## config.mk

```make
export PLATFORM = sky130hd
export DESIGN_NAME = i2c_master_bit_sequencer_flat
export DESIGN_NICKNAME = d
export VERILOG_FILES = /design/src/rtl/core/i2cms_pkg.sv /design/src/rtl/core/i2cms_if.sv /design/src/rtl/core/i2cms_cfg.sv /design/src/rtl/core/i2cms_seq.sv /design/src/rtl/core/i2c_master_bit_sequencer.sv /design/src/flat_wrapper.sv
export SDC_FILE = /design/constraint.sdc
export NUM_CORES = 1
export LEC_CHECK = 0
export BUFFER_PORTS_ARGS = -buffer_cell sky130_fd_sc_hd__buf_2
export CAP_MARGIN = 10
export CORE_MARGIN = 1.5
export CORE_UTILIZATION = 25
export CTS_CLUSTER_SIZE = 40
export DETAILED_ROUTE_END_ITERATION = 16
export PLACE_DENSITY = 0.42
export SETUP_SLACK_MARGIN = 0.3
export SLEW_MARGIN = 20
export SYNTH_ARGS = -nofsm -noshare
export SYNTH_HDL_FRONTEND = slang
export SYNTH_HIERARCHICAL = 1
export SYNTH_SLANG_ARGS = --single-unit
export TNS_END_PERCENT = 100
```

## constraint.sdc

```tcl
create_clock -name clk -period 6.1 [get_ports clk]
set_input_delay 1.22 -clock clk [delete_from_list [all_inputs] [get_ports clk]]
set_output_delay 1.22 -clock clk [all_outputs]
set_load 0.03 [all_outputs]
```

## src/rtl/core/i2cms_pkg.sv

```systemverilog
package i2cms_pkg;

  localparam int unsigned BITS_PER_BYTE = 8;
  localparam int unsigned KIND_W        = 3;
  localparam int unsigned PHASE_W       = 4;
  localparam int unsigned BIT_W         = 4;
  localparam int unsigned TPDU_W        = 16;
  localparam int unsigned DELAY_W       = 19;
  localparam int unsigned CFG_ADDR_W    = 3;
  localparam int unsigned CFG_DATA_W    = 32;

  // Request kinds; the tick code doubles as the idle command
  typedef enum logic [KIND_W-1:0] {
    KIND_TICK  = 3'd0,
    KIND_START = 3'd1,
    KIND_STOP  = 3'd2,
    KIND_WRITE = 3'd3,
    KIND_READ  = 3'd4
  } kind_t;

  // Phase lengths in delay units
  typedef enum logic [2:0] {
    UNITS_1 = 3'd1,
    UNITS_2 = 3'd2,
    UNITS_6 = 3'd6
  } units_t;

  // Configuration register indexes
  typedef enum logic [0:0] {
    REG_TICKS_PER_UNIT = 1'b0
  } reg_idx_t;

  typedef struct packed {
    logic       scl_out;
    logic       sda_out;
    logic       active_bus;
    logic       busy_res;
    logic       done_res;
    logic [7:0] read_byte;
    logic       ack_seen;
    logic       rejected;
  } result_t;

endpackage

```

## src/rtl/core/i2cms_if.sv

```systemverilog
interface i2cms_in_if;
  logic                            valid;
  logic                            ready;
  logic [i2cms_pkg::KIND_W-1:0]    kind;
  logic                            bus;
  logic [7:0]                      write_byte;
  logic                            send_ack;
  logic                            sda_in;

  modport source (output valid, kind, bus, write_byte, send_ack, sda_in, input ready);
  modport sink   (input valid, kind, bus, write_byte, send_ack, sda_in, output ready);
endinterface

interface i2cms_out_if;
  logic       valid;
  logic       ready;
  logic       scl_out;
  logic       sda_out;
  logic       active_bus;
  logic       busy_res;
  logic       done_res;
  logic [7:0] read_byte;
  logic       ack_seen;
  logic       rejected;

  modport source (output valid, scl_out, sda_out, active_bus, busy_res, done_res,
                  read_byte, ack_seen, rejected, input ready);
  modport sink   (input valid, scl_out, sda_out, active_bus, busy_res, done_res,
                  read_byte, ack_seen, rejected, output ready);
endinterface

```

## src/rtl/core/i2cms_cfg.sv

```systemverilog
module i2cms_cfg (
  input  logic                                clk,
  input  logic                                rst_n,
  input  logic                                cfg_psel,
  input  logic                                cfg_penable,
  input  logic                                cfg_pwrite,
  input  logic [i2cms_pkg::CFG_ADDR_W-1:0]    cfg_paddr,
  input  logic [i2cms_pkg::CFG_DATA_W-1:0]    cfg_pwdata,
  output logic [i2cms_pkg::CFG_DATA_W-1:0]    cfg_prdata,
  output logic                                cfg_pready,
  output logic [i2cms_pkg::TPDU_W-1:0]        ticks_per_unit
);

  logic [i2cms_pkg::TPDU_W-1:0] tpdu_r;
  logic                         sel_tpdu;
  logic                         wr_en;

  assign cfg_pready = 1'b1;
  assign sel_tpdu   = (cfg_paddr[i2cms_pkg::CFG_ADDR_W-1] == i2cms_pkg::REG_TICKS_PER_UNIT);
  assign wr_en      = cfg_psel & cfg_penable & cfg_pwrite;

  always_ff @(posedge clk) begin
    if (!rst_n) begin
      tpdu_r <= i2cms_pkg::TPDU_W'(1);
    end else if (wr_en && sel_tpdu) begin
      tpdu_r <= cfg_pwdata[i2cms_pkg::TPDU_W-1:0];
    end
  end

  always_comb begin
    cfg_prdata = '0;
    if (sel_tpdu) begin
      cfg_prdata = {{(i2cms_pkg::CFG_DATA_W-i2cms_pkg::TPDU_W){1'b0}}, tpdu_r};
    end
  end

  assign ticks_per_unit = tpdu_r;

endmodule

```

## src/rtl/core/i2cms_seq.sv

```systemverilog
module i2cms_seq (
  input  logic                              clk,
  input  logic                              rst_n,
  input  logic                              accept,
  input  logic [i2cms_pkg::KIND_W-1:0]      kind,
  input  logic                              bus,
  input  logic [7:0]                        write_byte,
  input  logic                              send_ack,
  input  logic                              sda_in,
  input  logic [i2cms_pkg::TPDU_W-1:0]      ticks_per_unit,
  output i2cms_pkg::result_t                result
);

  i2cms_pkg::kind_t                     cmd_r, cmd_nxt;
  logic [i2cms_pkg::PHASE_W-1:0]        phase_r, phase_nxt;
  logic [i2cms_pkg::BIT_W-1:0]          bit_r, bit_nxt;
  logic [i2cms_pkg::DELAY_W-1:0]        delay_r, delay_nxt;
  logic [7:0]                           shift_r, shift_nxt;
  logic                                 scl_r, scl_nxt;
  logic                                 sda_r, sda_nxt;
  logic                                 bus_r, bus_nxt;
  logic                                 ack_r, ack_nxt;
  logic                                 ack_send_r, ack_send_nxt;
  logic [7:0]                           last_rd_r, last_rd_nxt;

  logic                                 run;
  logic                                 smp;
  logic                                 done;
  logic                                 rej;
  logic [i2cms_pkg::DELAY_W-1:0]        dl;
  logic [i2cms_pkg::PHASE_W-1:0]        last_ph;
  logic [i2cms_pkg::PHASE_W-1:0]        loop_end;
  i2cms_pkg::units_t                    units;
  logic [i2cms_pkg::DELAY_W-1:0]        unit_ticks;

  // A zero unit length counts as one tick
  assign unit_ticks = (ticks_per_unit == '0) ? i2cms_pkg::DELAY_W'(1)
                                             : i2cms_pkg::DELAY_W'(ticks_per_unit);

  always_comb begin
    cmd_nxt      = cmd_r;
    phase_nxt    = phase_r;
    bit_nxt      = bit_r;
    delay_nxt    = delay_r;
    shift_nxt    = shift_r;
    scl_nxt      = scl_r;
    sda_nxt      = sda_r;
    bus_nxt      = bus_r;
    ack_nxt      = ack_r;
    ack_send_nxt = ack_send_r;
    last_rd_nxt  = last_rd_r;
    run          = 1'b0;
    smp          = 1'b0;
    done         = 1'b0;
    rej          = 1'b0;
    units        = i2cms_pkg::UNITS_2;
    dl           = delay_r - i2cms_pkg::DELAY_W'(delay_r != '0);

    last_ph  = ((cmd_r == i2cms_pkg::KIND_START) || (cmd_r == i2cms_pkg::KIND_STOP))
               ? i2cms_pkg::PHASE_W'(2) : i2cms_pkg::PHASE_W'(6);
    loop_end = '1;
    if (cmd_r == i2cms_pkg::KIND_WRITE) loop_end = i2cms_pkg::PHASE_W'(2);
    if (cmd_r == i2cms_pkg::KIND_READ)  loop_end = i2cms_pkg::PHASE_W'(3);

    if (accept) begin
      if (kind == i2cms_pkg::KIND_TICK) begin
        if (cmd_r != i2cms_pkg::KIND_TICK) begin
          delay_nxt = dl;
          smp       = sda_in;
          if (dl == '0) begin
            // Loop back over the bit phases until the last bit is through
            if (phase_r == loop_end &&
                bit_r < i2cms_pkg::BIT_W'(i2cms_pkg::BITS_PER_BYTE - 1)) begin
              bit_nxt   = bit_r + 1'b1;
              phase_nxt = '0;
              run       = 1'b1;
            end else if (phase_r >= last_ph) begin
              if (cmd_r == i2cms_pkg::KIND_READ) last_rd_nxt = shift_r;
              cmd_nxt   = i2cms_pkg::KIND_TICK;
              phase_nxt = '0;
              bit_nxt   = '0;
              done      = 1'b1;
            end else begin
              phase_nxt = phase_r + 1'b1;
              run       = 1'b1;
            end
          end
        end
      end else if (kind == i2cms_pkg::KIND_START || kind == i2cms_pkg::KIND_STOP ||
                   kind == i2cms_pkg::KIND_WRITE || kind == i2cms_pkg::KIND_READ) begin
        if (cmd_r != i2cms_pkg::KIND_TICK) begin
          rej = 1'b1;
        end else begin
          cmd_nxt   = i2cms_pkg::kind_t'(kind);
          bus_nxt   = bus;
          phase_nxt = '0;
          bit_nxt   = '0;
          if (kind == i2cms_pkg::KIND_WRITE) shift_nxt = write_byte;
          if (kind == i2cms_pkg::KIND_READ) begin
            shift_nxt    = '0;
            ack_send_nxt = send_ack;
          end
          run = 1'b1;
        end
      end
    end

    if (run) begin
      case (cmd_nxt)
        i2cms_pkg::KIND_START: begin
          case (phase_nxt)
            4'd0:    begin sda_nxt = 1'b1; scl_nxt = 1'b1; end
            4'd1:    sda_nxt = 1'b0;
            default: scl_nxt = 1'b0;
          endcase
        end
        i2cms_pkg::KIND_STOP: begin
          case (phase_nxt)
            4'd0:    sda_nxt = 1'b0;
            4'd1:    scl_nxt = 1'b1;
            default: begin sda_nxt = 1'b1; units = i2cms_pkg::UNITS_6; end
          endcase
        end
        i2cms_pkg::KIND_WRITE: begin
          case (phase_nxt)
            4'd0: begin
              sda_nxt   = shift_nxt[7];
              shift_nxt = {shift_nxt[6:0], 1'b0};
            end
            4'd1:    scl_nxt = 1'b1;
            4'd2:    scl_nxt = 1'b0;
            4'd3:    sda_nxt = 1'b1;
            4'd4:    begin scl_nxt = 1'b1; units = i2cms_pkg::UNITS_1; end
            4'd5:    begin ack_nxt = ~smp; units = i2cms_pkg::UNITS_1; end
            default: scl_nxt = 1'b0;
          endcase
        end
        default: begin
          case (phase_nxt)
            4'd0:    sda_nxt = 1'b1;
            4'd1:    begin scl_nxt = 1'b1; units = i2cms_pkg::UNITS_1; end
            4'd2: begin
              shift_nxt = {shift_nxt[6:0], smp};
              units     = i2cms_pkg::UNITS_1;
            end
            4'd3:    scl_nxt = 1'b0;
            4'd4:    sda_nxt = ~ack_send_nxt;
            4'd5:    scl_nxt = 1'b1;
            default: scl_nxt = 1'b0;
          endcase
        end
      endcase

      case (units)
        i2cms_pkg::UNITS_1: delay_nxt = unit_ticks;
        i2cms_pkg::UNITS_6: delay_nxt = (unit_ticks << 2) + (unit_ticks << 1);
        default:            delay_nxt = unit_ticks << 1;
      endcase
    end
  end

  always_ff @(posedge clk) begin
    if (!rst_n) begin
      cmd_r      <= i2cms_pkg::KIND_TICK;
      phase_r    <= '0;
      bit_r      <= '0;
      delay_r    <= '0;
      shift_r    <= '0;
      scl_r      <= 1'b1;
      sda_r      <= 1'b1;
      bus_r      <= 1'b0;
      ack_r      <= 1'b0;
      ack_send_r <= 1'b0;
      last_rd_r  <= '0;
    end else begin
      cmd_r      <= cmd_nxt;
      phase_r    <= phase_nxt;
      bit_r      <= bit_nxt;
      delay_r    <= delay_nxt;
      shift_r    <= shift_nxt;
      scl_r      <= scl_nxt;
      sda_r      <= sda_nxt;
      bus_r      <= bus_nxt;
      ack_r      <= ack_nxt;
      ack_send_r <= ack_send_nxt;
      last_rd_r  <= last_rd_nxt;
    end
  end

  always_comb begin
    result.scl_out    = scl_nxt;
    result.sda_out    = sda_nxt;
    result.active_bus = bus_nxt;
    result.busy_res   = (cmd_nxt != i2cms_pkg::KIND_TICK);
    result.done_res   = done;
    result.read_byte  = last_rd_nxt;
    result.ack_seen   = ack_nxt;
    result.rejected   = rej;
  end

endmodule

```

## src/rtl/core/i2c_master_bit_sequencer.sv

```systemverilog
// Bit-banged I2C master sequencer for two open-drain pin pairs.
// Input channel in_ch: each request is a tick (carrying the sampled SDA
// level) or a command: start, stop, write byte or read byte. Commands that
// arrive while a sequence is running are dropped and flagged as rejected.
// Output channel out_ch: exactly one result per request, giving the pin
// levels, latched bus, busy/done flags, last read byte and acknowledge seen.
// Config port cfg_*: register 0 at byte address 0 sets the ticks per delay
// unit (reset 1, zero counts as one); write it only while idle.
// The result is registered and appears in the cycle after its request is accepted.
// Throughput: one request per cycle; the phase update is a single pass of
// logic from the sequencer state registers into the result register.
// When the receiver stalls, the result register holds and in_ch.ready drops
// until the held result is taken; a request is taken in the same cycle the
// held result leaves.
// Reset (synchronous, rst_n low): sequencer idle, both lines released,
// no result pending.
module i2c_master_bit_sequencer (
  input  logic                                clk,
  input  logic                                rst_n,
  i2cms_in_if.sink                            in_ch,
  i2cms_out_if.source                         out_ch,
  input  logic                                cfg_psel,
  input  logic                                cfg_penable,
  input  logic                                cfg_pwrite,
  input  logic [i2cms_pkg::CFG_ADDR_W-1:0]    cfg_paddr,
  input  logic [i2cms_pkg::CFG_DATA_W-1:0]    cfg_pwdata,
  output logic [i2cms_pkg::CFG_DATA_W-1:0]    cfg_prdata,
  output logic                                cfg_pready
);

  logic                         accept;
  logic                         out_valid_r;
  i2cms_pkg::result_t           res;
  i2cms_pkg::result_t           res_r;
  logic [i2cms_pkg::TPDU_W-1:0] ticks_per_unit;

  assign in_ch.ready = ~out_valid_r | out_ch.ready;
  assign accept      = in_ch.valid & in_ch.ready;

  i2cms_cfg u_cfg (
    .clk            (clk),
    .rst_n          (rst_n),
    .cfg_psel       (cfg_psel),
    .cfg_penable    (cfg_penable),
    .cfg_pwrite     (cfg_pwrite),
    .cfg_paddr      (cfg_paddr),
    .cfg_pwdata     (cfg_pwdata),
    .cfg_prdata     (cfg_prdata),
    .cfg_pready     (cfg_pready),
    .ticks_per_unit (ticks_per_unit)
  );

  i2cms_seq u_seq (
    .clk            (clk),
    .rst_n          (rst_n),
    .accept         (accept),
    .kind           (in_ch.kind),
    .bus            (in_ch.bus),
    .write_byte     (in_ch.write_byte),
    .send_ack       (in_ch.send_ack),
    .sda_in         (in_ch.sda_in),
    .ticks_per_unit (ticks_per_unit),
    .result         (res)
  );

  always_ff @(posedge clk) begin
    if (!rst_n) begin
      out_valid_r <= 1'b0;
    end else if (in_ch.ready) begin
      out_valid_r <= in_ch.valid;
    end
  end

  // Load the result with each accepted request; hold it while stalled
  always_ff @(posedge clk) begin
    if (accept) begin
      res_r <= res;
    end
  end

  assign out_ch.valid      = out_valid_r;
  assign out_ch.scl_out    = res_r.scl_out;
  assign out_ch.sda_out    = res_r.sda_out;
  assign out_ch.active_bus = res_r.active_bus;
  assign out_ch.busy_res   = res_r.busy_res;
  assign out_ch.done_res   = res_r.done_res;
  assign out_ch.read_byte  = res_r.read_byte;
  assign out_ch.ack_seen   = res_r.ack_seen;
  assign out_ch.rejected   = res_r.rejected;

endmodule

```

## src/flat_wrapper.sv

```systemverilog
// flat-port wrapper written by rule: the top's interface ports become plain ports
module i2c_master_bit_sequencer_flat 
  (clk, rst_n, cfg_psel, cfg_penable, cfg_pwrite, cfg_paddr, cfg_pwdata, cfg_prdata, cfg_pready, in_ch_valid, in_ch_kind, in_ch_bus, in_ch_write_byte, in_ch_send_ack, in_ch_sda_in, in_ch_ready, out_ch_valid, out_ch_scl_out, out_ch_sda_out, out_ch_active_bus, out_ch_busy_res, out_ch_done_res, out_ch_read_byte, out_ch_ack_seen, out_ch_rejected, out_ch_ready);
  i2cms_in_if in_ch_i ();
  i2cms_out_if out_ch_i ();
  input  logic clk;
  input  logic rst_n;
  input  logic cfg_psel;
  input  logic cfg_penable;
  input  logic cfg_pwrite;
  input  logic [i2cms_pkg::CFG_ADDR_W-1:0] cfg_paddr;
  input  logic [i2cms_pkg::CFG_DATA_W-1:0] cfg_pwdata;
  output logic [i2cms_pkg::CFG_DATA_W-1:0] cfg_prdata;
  output logic cfg_pready;
  input wire logic [$bits(in_ch_i.valid)-1:0] in_ch_valid;
  input wire logic [$bits(in_ch_i.kind)-1:0] in_ch_kind;
  input wire logic [$bits(in_ch_i.bus)-1:0] in_ch_bus;
  input wire logic [$bits(in_ch_i.write_byte)-1:0] in_ch_write_byte;
  input wire logic [$bits(in_ch_i.send_ack)-1:0] in_ch_send_ack;
  input wire logic [$bits(in_ch_i.sda_in)-1:0] in_ch_sda_in;
  output wire logic [$bits(in_ch_i.ready)-1:0] in_ch_ready;
  output wire logic [$bits(out_ch_i.valid)-1:0] out_ch_valid;
  output wire logic [$bits(out_ch_i.scl_out)-1:0] out_ch_scl_out;
  output wire logic [$bits(out_ch_i.sda_out)-1:0] out_ch_sda_out;
  output wire logic [$bits(out_ch_i.active_bus)-1:0] out_ch_active_bus;
  output wire logic [$bits(out_ch_i.busy_res)-1:0] out_ch_busy_res;
  output wire logic [$bits(out_ch_i.done_res)-1:0] out_ch_done_res;
  output wire logic [$bits(out_ch_i.read_byte)-1:0] out_ch_read_byte;
  output wire logic [$bits(out_ch_i.ack_seen)-1:0] out_ch_ack_seen;
  output wire logic [$bits(out_ch_i.rejected)-1:0] out_ch_rejected;
  input wire logic [$bits(out_ch_i.ready)-1:0] out_ch_ready;
  assign in_ch_i.valid = in_ch_valid;
  assign in_ch_i.kind = in_ch_kind;
  assign in_ch_i.bus = in_ch_bus;
  assign in_ch_i.write_byte = in_ch_write_byte;
  assign in_ch_i.send_ack = in_ch_send_ack;
  assign in_ch_i.sda_in = in_ch_sda_in;
  assign in_ch_ready = in_ch_i.ready;
  assign out_ch_valid = out_ch_i.valid;
  assign out_ch_scl_out = out_ch_i.scl_out;
  assign out_ch_sda_out = out_ch_i.sda_out;
  assign out_ch_active_bus = out_ch_i.active_bus;
  assign out_ch_busy_res = out_ch_i.busy_res;
  assign out_ch_done_res = out_ch_i.done_res;
  assign out_ch_read_byte = out_ch_i.read_byte;
  assign out_ch_ack_seen = out_ch_i.ack_seen;
  assign out_ch_rejected = out_ch_i.rejected;
  assign out_ch_i.ready = out_ch_ready;
  i2c_master_bit_sequencer u_core (.clk(clk), .rst_n(rst_n), .in_ch(in_ch_i), .out_ch(out_ch_i), .cfg_psel(cfg_psel), .cfg_penable(cfg_penable), .cfg_pwrite(cfg_pwrite), .cfg_paddr(cfg_paddr), .cfg_pwdata(cfg_pwdata), .cfg_prdata(cfg_prdata), .cfg_pready(cfg_pready));
endmodule
```

After elaboration in Yosys (flattened, before gate mapping). Cells that the tools add are included.

Flip-flop bits (word level): 83. Bits in latches: 0. Bits in writable memories: 0. Memory bits (read-only): 0. Input bits: 56. Logic and storage cells: 183. Memories: 0.

Add/sub/neg operators: 4. $mul: 0. Divide/modulo/power cells: 0. Order comparisons: 2. Equal/unequal tests: 23. Shift operators: 0. Mux-type cells: 92. Bitwise logic cells: 12. Reductions and logical operators: 29.

Operators with widths (count): 8-bit two-way mux (16); 19-bit two-way mux (4); 4-bit two-way mux (17); 19-bit case mux with 2 select lines (1); 3-bit two-way mux (11); 16-bit two-way mux (2); 1-bit two-way mux (28); 18-bit by 17-bit adder with 19-bit output (1); 19-bit logical NOT (1); 19-bit nonzero test (1); 19-bit by 1-bit subtractor with 19-bit output (1); 3-bit by 2-bit == test with 1-bit output (second input constant) (6); 16-bit logical NOT (1); 8-bit case mux with 2 select lines (1); 1-bit case mux with 2 select lines (7); 2-bit OR reduction (7); 3-bit by 1-bit == test with 1-bit output (second input constant) (4); 3-bit == test (second input constant) (3); 3-bit case mux with 3 select lines (1); 4-bit by 1-bit adder with 4-bit output (second input constant) (2); 4-bit by 2-bit == test with 1-bit output (second input constant) (2); 4-bit by 3-bit == test with 1-bit output (second input constant) (2); 1-bit NOT (8); 2-bit nonzero test (4); other kinds (20) (31).

Depth between registers and ports, before layout. Gate-level depths: netlist of run 1.

Depth in word-level cells: 18. Depth in mapped cells: 20. Depth with buffers taken out: 19.

Hierarchy. The synthesis of run 1 kept the hierarchy.

Modules (own cells, without submodules): i2cms_seq (instances 1, cells each 631, area an instance 4837.1 sq um); i2cms_cfg (instances 1, cells each 106, area an instance 912.1 sq um); i2c_master_bit_sequencer (instances 1, cells each 20, area an instance 508.0 sq um).

Least setup slack after synthesis of run 1. OpenSTA, ideal clock, no wires.

Path type: input-to-reg. From: in out_ch_ready. To: reg u_core/u_seq/delay_r[16] (netlist name). Setup time: 0.137 ns. Arrival time: 4.332 ns. Path slack: 1.631 ns. Stages on the path: 14. Path buffers: 2. Cell sequence: nand2b_4 > and2_4 > nor4b_2 > nand2_1 > a211oi_1 > nand2b_1 > o41ai_2 > a31oi_1 > buf_2 > a311oi_4 > buf_2 > nor2_1 > a221oi_1 > a211oi_1.

Cells in the longest elaborated chain, start to end: 11.

Ends and longest elaborated chain: start, declared (line flat_wrapper.sv:31) `input wire logic [$bits(out_ch_i.ready)-1:0] out_ch_ready;`; 1-bit bitwise OR * (line i2c_master_bit_sequencer.sv:37) `assign in_ch.ready = ~out_valid_r | out_ch.ready;`; 1-bit AND * (line i2c_master_bit_sequencer.sv:38) `assign accept = in_ch.valid & in_ch.ready;`; via u_core.accept (line i2c_master_bit_sequencer.sv:31) `logic accept;`; 4-bit two-way mux (line i2cms_seq.sv:65) `if (accept) begin`; 4-bit by 2-bit == test with 1-bit output, or another cell as far along (line i2cms_seq.sv:139) `case (phase_nxt)`; 2-bit OR reduction (no line); 2-bit two-way mux, or another cell as far along (line i2cms_seq.sv:139); 3-bit case mux with 3 select lines (line i2cms_seq.sv:109) `case (cmd_nxt)`; 3-bit two-way mux (line i2cms_seq.sv:108) `if (run) begin`; 3-bit == test / 3-bit by 1-bit == test with 1-bit output (equally long branches) (line i2cms_seq.sv:154) `case (units)`; 19-bit case mux with 2 select lines (line i2cms_seq.sv:154); 19-bit two-way mux (line i2cms_seq.sv:108); end signal, assigned (line i2cms_seq.sv:179) `delay_r <= delay_nxt;`; end, declared (line i2cms_seq.sv:17) `logic [i2cms_pkg::DELAY_W-1:0] delay_r, delay_nxt;`.

The timed path passes the listed nets; every way through them passes the cells marked *. The select of a mux whose other input is x is not followed. A chain may end at the register's enable or synchronous reset.

Worst setup path in the final report of run 1.
From: reg u_core/u_seq/delay_r[10] (netlist name). To: reg u_core.u_seq.shift_r[4].

Cells in the longest elaborated chain, start to end: 11.

Ends and longest elaborated chain: 19-bit nonzero test (line i2cms_seq.sv:57) `dl = delay_r - i2cms_pkg::DELAY_W'(delay_r != '0);`; 19-bit by 1-bit subtractor with 19-bit output * (line i2cms_seq.sv:57); 19-bit logical NOT * (line i2cms_seq.sv:70) `if (dl == '0) begin`; 4-bit two-way mux / 3-bit two-way mux (equally long branches) (line i2cms_seq.sv:70); 4-bit two-way mux / 3-bit two-way mux (equally long branches) (line i2cms_seq.sv:67) `if (cmd_r != i2cms_pkg::KIND_TICK) begin`; 4-bit two-way mux / 3-bit two-way mux (equally long branches) (line i2cms_seq.sv:66) `if (kind == i2cms_pkg::KIND_TICK) begin`; 4-bit two-way mux / 3-bit two-way mux (equally long branches) (line i2cms_seq.sv:65); 4-bit by 2-bit == test with 1-bit output, or another cell as far along (line i2cms_seq.sv:139); 8-bit two-way mux, or another cell as far along (line i2cms_seq.sv:139); 8-bit case mux with 2 select lines (line i2cms_seq.sv:109); 8-bit two-way mux * (line i2cms_seq.sv:108); end signal, assigned (line i2cms_seq.sv:180) `shift_r <= shift_nxt;`; end, declared (line i2cms_seq.sv:18) `logic [7:0] shift_r, shift_nxt;`.

Every way passes the cells marked *; elsewhere a longest branch is shown, timed or not.

==> results of run 1 <==
-- per-stage QoR --
step                worst slack, ps  cells  total power [W]
floorplan                      1630    772         0.000899
global placement                879   1117         0.000976
detailed placement              912   1117         0.000974
CTS                             940   1133          0.00154
global route                    539   1133          0.00160
finish                          992   1133          0.00151
-- metal layers --
layer | wire length [um] | vias up | share of wire [%] | track usage [%]
met5 | 0 | - | 0 | 0
met4 | 308 | 0 | 1.9 | 4.12
met3 | 605 | 24 | 3.6 | 2.13
met2 | 7630 | 121 | 46 | 22.1
met1 | 8040 | 2496 | 48 | 17.3
li1 | - | 2772 | - | -
-- kinds of logic (layout without fill, tap and decap cells) --
kind of cell	count (synthesis)	after routing	synth area share, %
xor+xnor	28	28	3.92
fa+ha+maj	29	29	5.92
other cells	2	17	0.120
buf+inv	93	130	7.82
simple gates	302	302	26.2
compound gates	178	178	19.7
mux	42	42	7.42
flops	83	83	29.0
-- final cells by class --
type                            count  area [um^2]  share of cell area, %
Multi-Input combinational cell    596         4020                   56.8
Sequential cell                    83         1810                   25.6
Timing Repair Buffer               80          425                   6.01
Tap cell                          324          405                   5.73
Clock buffer                        9          225                   3.18
Inverter                           34          128                   1.80
Clock inverter                      7         62.6                  0.884
-- power groups by stage --
stage | Clock, W | Sequential (W) | Combinational, W
after floorplan | 0 | 0.000627 | 0.000272
after global placement | 0 | 0.000636 | 0.000340
after detailed placement | 0 | 0.000636 | 0.000338
after CTS | 0.000573 | 0.000623 | 0.000340
after global routing | 0.000595 | 0.000628 | 0.000376
final | 0.000548 | 0.000624 | 0.000337
-- final timing paths --
kind	depth (start not counted)	slack, ps	from	end
worst max-delay path	16	990	u_core/u_seq/delay_r[10]$_SDFFE_PN0P_	u_core/u_seq/shift_r[4]$_SDFF_PN0_
worst min-delay path	2	490	u_core/u_seq/bit_r[3]$_SDFFE_PN0P_	u_core/u_seq/bit_r[3]$_SDFFE_PN0P_
worst max register to register	16	990	u_core/u_seq/delay_r[10]$_SDFFE_PN0P_	u_core/u_seq/shift_r[4]$_SDFF_PN0_
worst min register to register	2	490	u_core/u_seq/bit_r[3]$_SDFFE_PN0P_	u_core/u_seq/bit_r[3]$_SDFFE_PN0P_
-- cells in the final DEF (no fill, tap or decap), types with 7 or more instances in the layout --
| cell type | instances |
|---|---|
| dfxtp_1 | 68 |
| xnor2_1 | 19 |
| buf_4 | 10 |
| conb_1 | 17 |
| inv_1 | 33 |
| clkbuf_16 | 9 |
| a31oi_1 | 11 |
| xor2_1 | 9 |
| nand2_1 | 82 |
| edfxtp_1 | 15 |
| buf_2 | 70 |
| a21oi_1 | 46 |
| ha_1 | 28 |
| a211oi_1 | 12 |
| nand2b_1 | 7 |
| o21ai_0 | 26 |
| nor2b_1 | 20 |
| and2_1 | 17 |
| nor2_1 | 70 |
| nand3_1 | 19 |
| or3_1 | 7 |
| a21o_1 | 10 |
| nor3_1 | 15 |
| nor4_1 | 9 |
| mux2i_1 | 28 |
| nand4_1 | 10 |
| mux2_2 | 11 |
-- registers in the layout, summed over array words and instances, names as in the netlist, 3 cells and up --
signal	cells
u_core/u_seq/phase_r	4
u_core/u_cfg/ticks_per_unit	16
u_core/out_ch.read_byte	8
u_core/u_seq/bit_r	4
u_core/u_seq/cmd_r	3
u_core/u_seq/delay_r	19
u_core/u_seq/last_rd_r	8
u_core/u_seq/shift_r	8
-- worst max-delay path: stages (launching register included) --
cell       delay [ps]
dfxtp_1           410
nor4_4            440
nand3_1           260
nand4b_1          240
ha_1              230
ha_1              230
or4b_1            280
o21bai_1          120
a2111oi_2         360
o21a_1            290
nand3_1           280
a21oi_1           300
o21bai_2          110
nor3_1            320
o2111ai_2         410
mux4_2            570
nor2b_1           140
==> impl_metrics.tcl, run 1 <==
set metrics [dict create \
    synth_most_common_cell "nand2_1" \
    htreeDepth 3 \
    path_clk_slew_ps 70 \
    design_area_um2 7070 \
    rsz0062_at_grt "false" \
    worstPathArrival_ps 5340 \
    slew_viol_final 0 \
    viasPerCell 4.78 \
    hold_path_class "reg2reg" \
    io_pins 106 \
    clockBufferDepth 2 \
    core-area_um2 24500 \
    fin_nets 889 \
    post_cts_buffers 0 \
    critPathMaxFanout 10 \
    clockPowerShare_pct 36.3 \
    fmax_mhz 196 \
    switching_share_pct 34.1 \
    synth-main-ff-cell "dfxtp_1" \
    die_h_um 161 \
    start_kind "flop" \
    leakagePower_nw 2.97 \
    p_int_w 0.000994 \
    postRouteAntennaNets 0 \
    cts-buffers-inserted 9 \
    grt_usage_pct 13.2 \
    final_util_pct 28.9 \
    setup_violations 0 \
    worst_pin_slew_ps 976 \
    synth-seq-cells 83 \
    grt_pass1_wl_um 27400 \
    die_w_um 161 \
    fin_skew_ps 10.3 \
    end_kind "flop" \
    grt_pass1_vias 5257 \
    hold_viol_final 0 \
    drt_first_pass_iters 6 \
    yosys.area.top_type "dfxtp_1" \
    syn_area_um2 6260 \
    fillCellCount 2664 \
    p_sw_w 0.000515 \
    crit_type "reg2reg" \
    cp.required_ps 6330 \
    worst_hold_slack_ps 495 \
    drt_iter0_drc 223 \
    start_util_pct 25.6 \
    async_flop_share_pct 0 \
    cts_resized 0 \
    hpwl_um 12200 \
    yosysSeqAreaShare_pct 29.0 \
    synth_edf_count 15 \
    cts_hold_buf 0 \
    synthTopCellsByArea "dfxtp_1 (22%), edfxtp_1 (7.2%), ha_1 (5.6%)" \
    yosysWarnings 6 \
    avgSynthCellArea_um2 8.27 \
    postPlaceCellArea_um2 6790 \
    post_drt_wl_per_cell_um 14.6 \
    ys_types 94 \
    drv_cap 0 \
    die_area_um2 26000 \
    max-vdd-ir-drop_mv 0.134 \
    clkLatencyLatePin_ps 350 \
    cts_root_buf "clkbuf_16" \
    gp_congestion 0.803 \
    synth_common_cells "nand2_1 (82), nor2_1 (70), dfxtp_1 (68), a21oi_1 (46), inv_1 (33)" \
    fin_tns_setup_ps 0 \
    grt_overflow 0 \
    p_seq_share_pct 41.3 \
    slew-limit-headroom_pct 34.9 \
    cts_tree "done" \
    drc_errors 0 \
    final.min_clock_period_ps 5110 \
    grt_start_max_net_pins 66 \
    rows 57 \
    synth_top_cell_area_share_pct 21.8 \
    status "complete, no violations" \
    area_delta_synth_final_pct 13.1 \
    combPwrFrac_pct 22.4 \
    p_per_area_nw_per_um2 213 \
    drive_above_1_share_pct 18.2 \
    io_buffers 70 \
    dr_total_vias 5413 \
    cts.sinks 83 \
    period_share_pct 83.7 \
    wl_um 16600 \
    synthCells 757 \
    antenna_found_initial 0 \
    antenna_cells 0 \
]
(Power assumes the default switching activity.)
==> run 2, diff against run 1 <==
==> constraint.sdc (replaced) <==
create_clock -name clk -period 5.3 [get_ports clk]
set_input_delay 1.06 -clock clk [delete_from_list [all_inputs] [get_ports clk]]
set_output_delay 1.06 -clock clk [all_outputs]
set_load 0.03 [all_outputs]
==> run 2 against run 1 <==
Compared with the run above:
- final area grew 2.6%
- sequential share of layout area shrank 0.64 points
- via count rose by 0.26%
- wire length grew 1.5%
- hold slack gained 3.3 ps
- non-clock buffer count grew 18
- total power is 17% higher
- critical path type unchanged
- highest routed layer unchanged
==> impl_metrics.tcl, run 2 (synthesis results as in run 1) <==
set metrics [dict create \
    final_util_pct 29.7 \
    grt_start_max_net_pins 32 \
    clockBufferDepth 2 \
    hpwl_um 12800 \
    worst_pin_slew_ps 949 \
    rsz0062_at_grt "false" \
    cts_root_buf "clkbuf_16" \
    io_pins 106 \
    end_kind "flop" \
    antenna_cells 0 \
    fin_skew_ps 7.94 \
    reg2reg_setup_slack_ps 670 \
    gp_congestion 0.792 \
    drv_cap 0 \
    cts_tree "done" \
    drc_errors 0 \
    path_clk_slew_ps 70 \
    grt_pass1_vias 5410 \
    cp.required_ps 5530 \
    r2r-start "u_core/u_seq/delay_r[10]$_SDFFE_PN0P_" \
    worstPathCellList "nor4_4, nand3_1, nand4b_1, ha_1, ha_1, nor4b_4, buf_4, nand2_1, nor3_1, nor3_1, a31oi_1, or2_2, or3_1, o32a_1, buf_4, mux2_4, a21oi_2, nor2_1" \
    reg2regPathDepth 18 \
    place_inst 1134 \
    layout_common_cells "nand2_1 (82), buf_2 (70), nor2_1 (70), dfxtp_1 (68), a21oi_1 (46)" \
    core-area_um2 24500 \
    grt_usage_pct 13.4 \
    met3_length_um 670 \
    dr_total_vias 5427 \
    worst_r2r_endpoint "u_core/u_seq/delay_r[1]$_SDFFE_PN0P_" \
    top_layer "met4" \
    fin_nets 907 \
    fmax_mhz 216 \
    critPathTopFamily "simple AND/OR/NAND/NOR gates" \
    fillCellCount 2645 \
    grt_pass1_wl_um 27900 \
    status "complete, no violations" \
    clkLatencyLatePin_ps 360 \
    multiInputGateArea_um2 4050 \
    critPathMaxFanout 14 \
    die_w_um 161 \
    rows 57 \
    largest-register "u_core/u_seq/delay_r" \
    antenna_found_initial 0 \
    final_common_cell "nand2_1" \
    crit_type "reg2reg" \
    post_drt_wl_per_cell_um 14.6 \
    max_stage_delay_ps 410 \
    slew-limit-headroom_pct 36.7 \
    drt_first_pass_iters 4 \
    max-vdd-ir-drop_mv 0.128 \
    slew_viol_final 0 \
    htreeDepth 3 \
    cts-buffers-inserted 9 \
    cts.sinks 83 \
    p_per_area_nw_per_um2 244 \
    min_path_cells 2 \
    hold_viol_final 0 \
    register_area_um2 1810 \
    largest_reg_flops 19 \
    leakagePower_nw 3.08 \
    worstPathArrival_ps 4860 \
    grt_overflow 0 \
    die_h_um 161 \
    start_kind "flop" \
    cpMaxStageDelayCell "dfxtp_1" \
    die_area_um2 26000 \
    hold_path_class "reg2reg" \
    drt_iter0_drc 288 \
    wl_met1_um 8040 \
    fin_tns_setup_ps 0 \
    wl_um 16800 \
    final.min_clock_period_ps 4630 \
    start_util_pct 25.6 \
    postRouteAntennaNets 0 \
    drive_above_1_share_pct 20.4 \
    critPathBufInv 2 \
    hold_end "u_core/u_seq/bit_r[3]$_SDFFE_PN0P_" \
    setup_violations 0 \
    fin_cells 1151 \
    viasPerCell 4.72 \
    min-delay-start "u_core/u_seq/bit_r[3]$_SDFFE_PN0P_" \
    met2_length_um 7910 \
    area_delta_synth_final_pct 16.0 \
    period_share_pct 87.3 \
    io_buffers 70 \
]
-- run 2: stage by stage --
stage                     power (W)  setup WS, ps  hold slack (ps)  instance area [um^2]
after global routing        0.00187           337              526                  7260
after floorplan             0.00103           979              448                  6310
after CTS                   0.00179           564              503                  7220
after detailed placement    0.00114           564              486                  6930
final                       0.00177           673              498                  7260
after global placement      0.00114           596              473                  6930
-- run 2: layout make-up --
cell class / count / share of cell area (%)
clock inverters: 7 / 0.931
flip-flops and latches: 83 / 25.0
repair buffers: 98 / 7.90
inverters: 34 / 1.76
well taps: 324 / 5.59
clock buffers: 9 / 3.10
multi-input cells: 596 / 55.8
-- run 2: worst max-delay path by stage --
stage	start	end	slack [ps]	cells past startpoint
detailed placement	u_core/u_seq/delay_r[10]$_SDFFE_PN0P_	u_core/u_seq/shift_r[6]$_SDFF_PN0_	560	17
CTS	u_core/u_seq/delay_r[10]$_SDFFE_PN0P_	u_core/u_seq/shift_r[6]$_SDFF_PN0_	560	17
finish	u_core/u_seq/delay_r[10]$_SDFFE_PN0P_	u_core/u_seq/delay_r[1]$_SDFFE_PN0P_	670	18
global placement	u_core/u_seq/delay_r[10]$_SDFFE_PN0P_	u_core/u_seq/shift_r[3]$_SDFF_PN0_	600	16
floorplan	u_core/u_seq/delay_r[10]$_SDFFE_PN0P_	u_core/u_seq/delay_r[1]$_SDFFE_PN0P_	980	18
global route	u_core/u_seq/delay_r[10]$_SDFFE_PN0P_	u_core/u_seq/delay_r[1]$_SDFFE_PN0P_	340	17
-- run 2: power breakdown --
| group | switching [W] | internal (W) | leakage [nW] | total, W |
|---|---|---|---|---|
| registers | 0.0000421 | 0.000672 | 0.699 | 0.000714 |
| clock network | 0.000305 | 0.000332 | 0.144 | 0.000638 |
| logic | 0.000259 | 0.000158 | 2.23 | 0.000417 |
-- run 2: repair_timing --
action	4_1_cts	5_1_grt
hold buffers	0	0
resized for setup	0	5
setup buffers	0	1
endpoints found under the hold margin	0	0
setup endpoints to repair	0	17
-- run 2: worst register-to-register path, delay by kind of cell (launching register included) --
family	cells	cell delay, ps
mux	1	320
fa+ha+maj	2	440
flops	1	410
compound gates	3	650
buf+inv	2	390
simple gates	10	2270
-- run 2: per-layer routing --
| metal | up-vias | track usage, % |
|---|---|---|
| met5 | - | 0 |
| met1 | 2476 | 17.0 |
| met3 | 13 | 2.93 |
| li1 | 2810 | - |
| met4 | 0 | 3.28 |
| met2 | 128 | 23.0 |
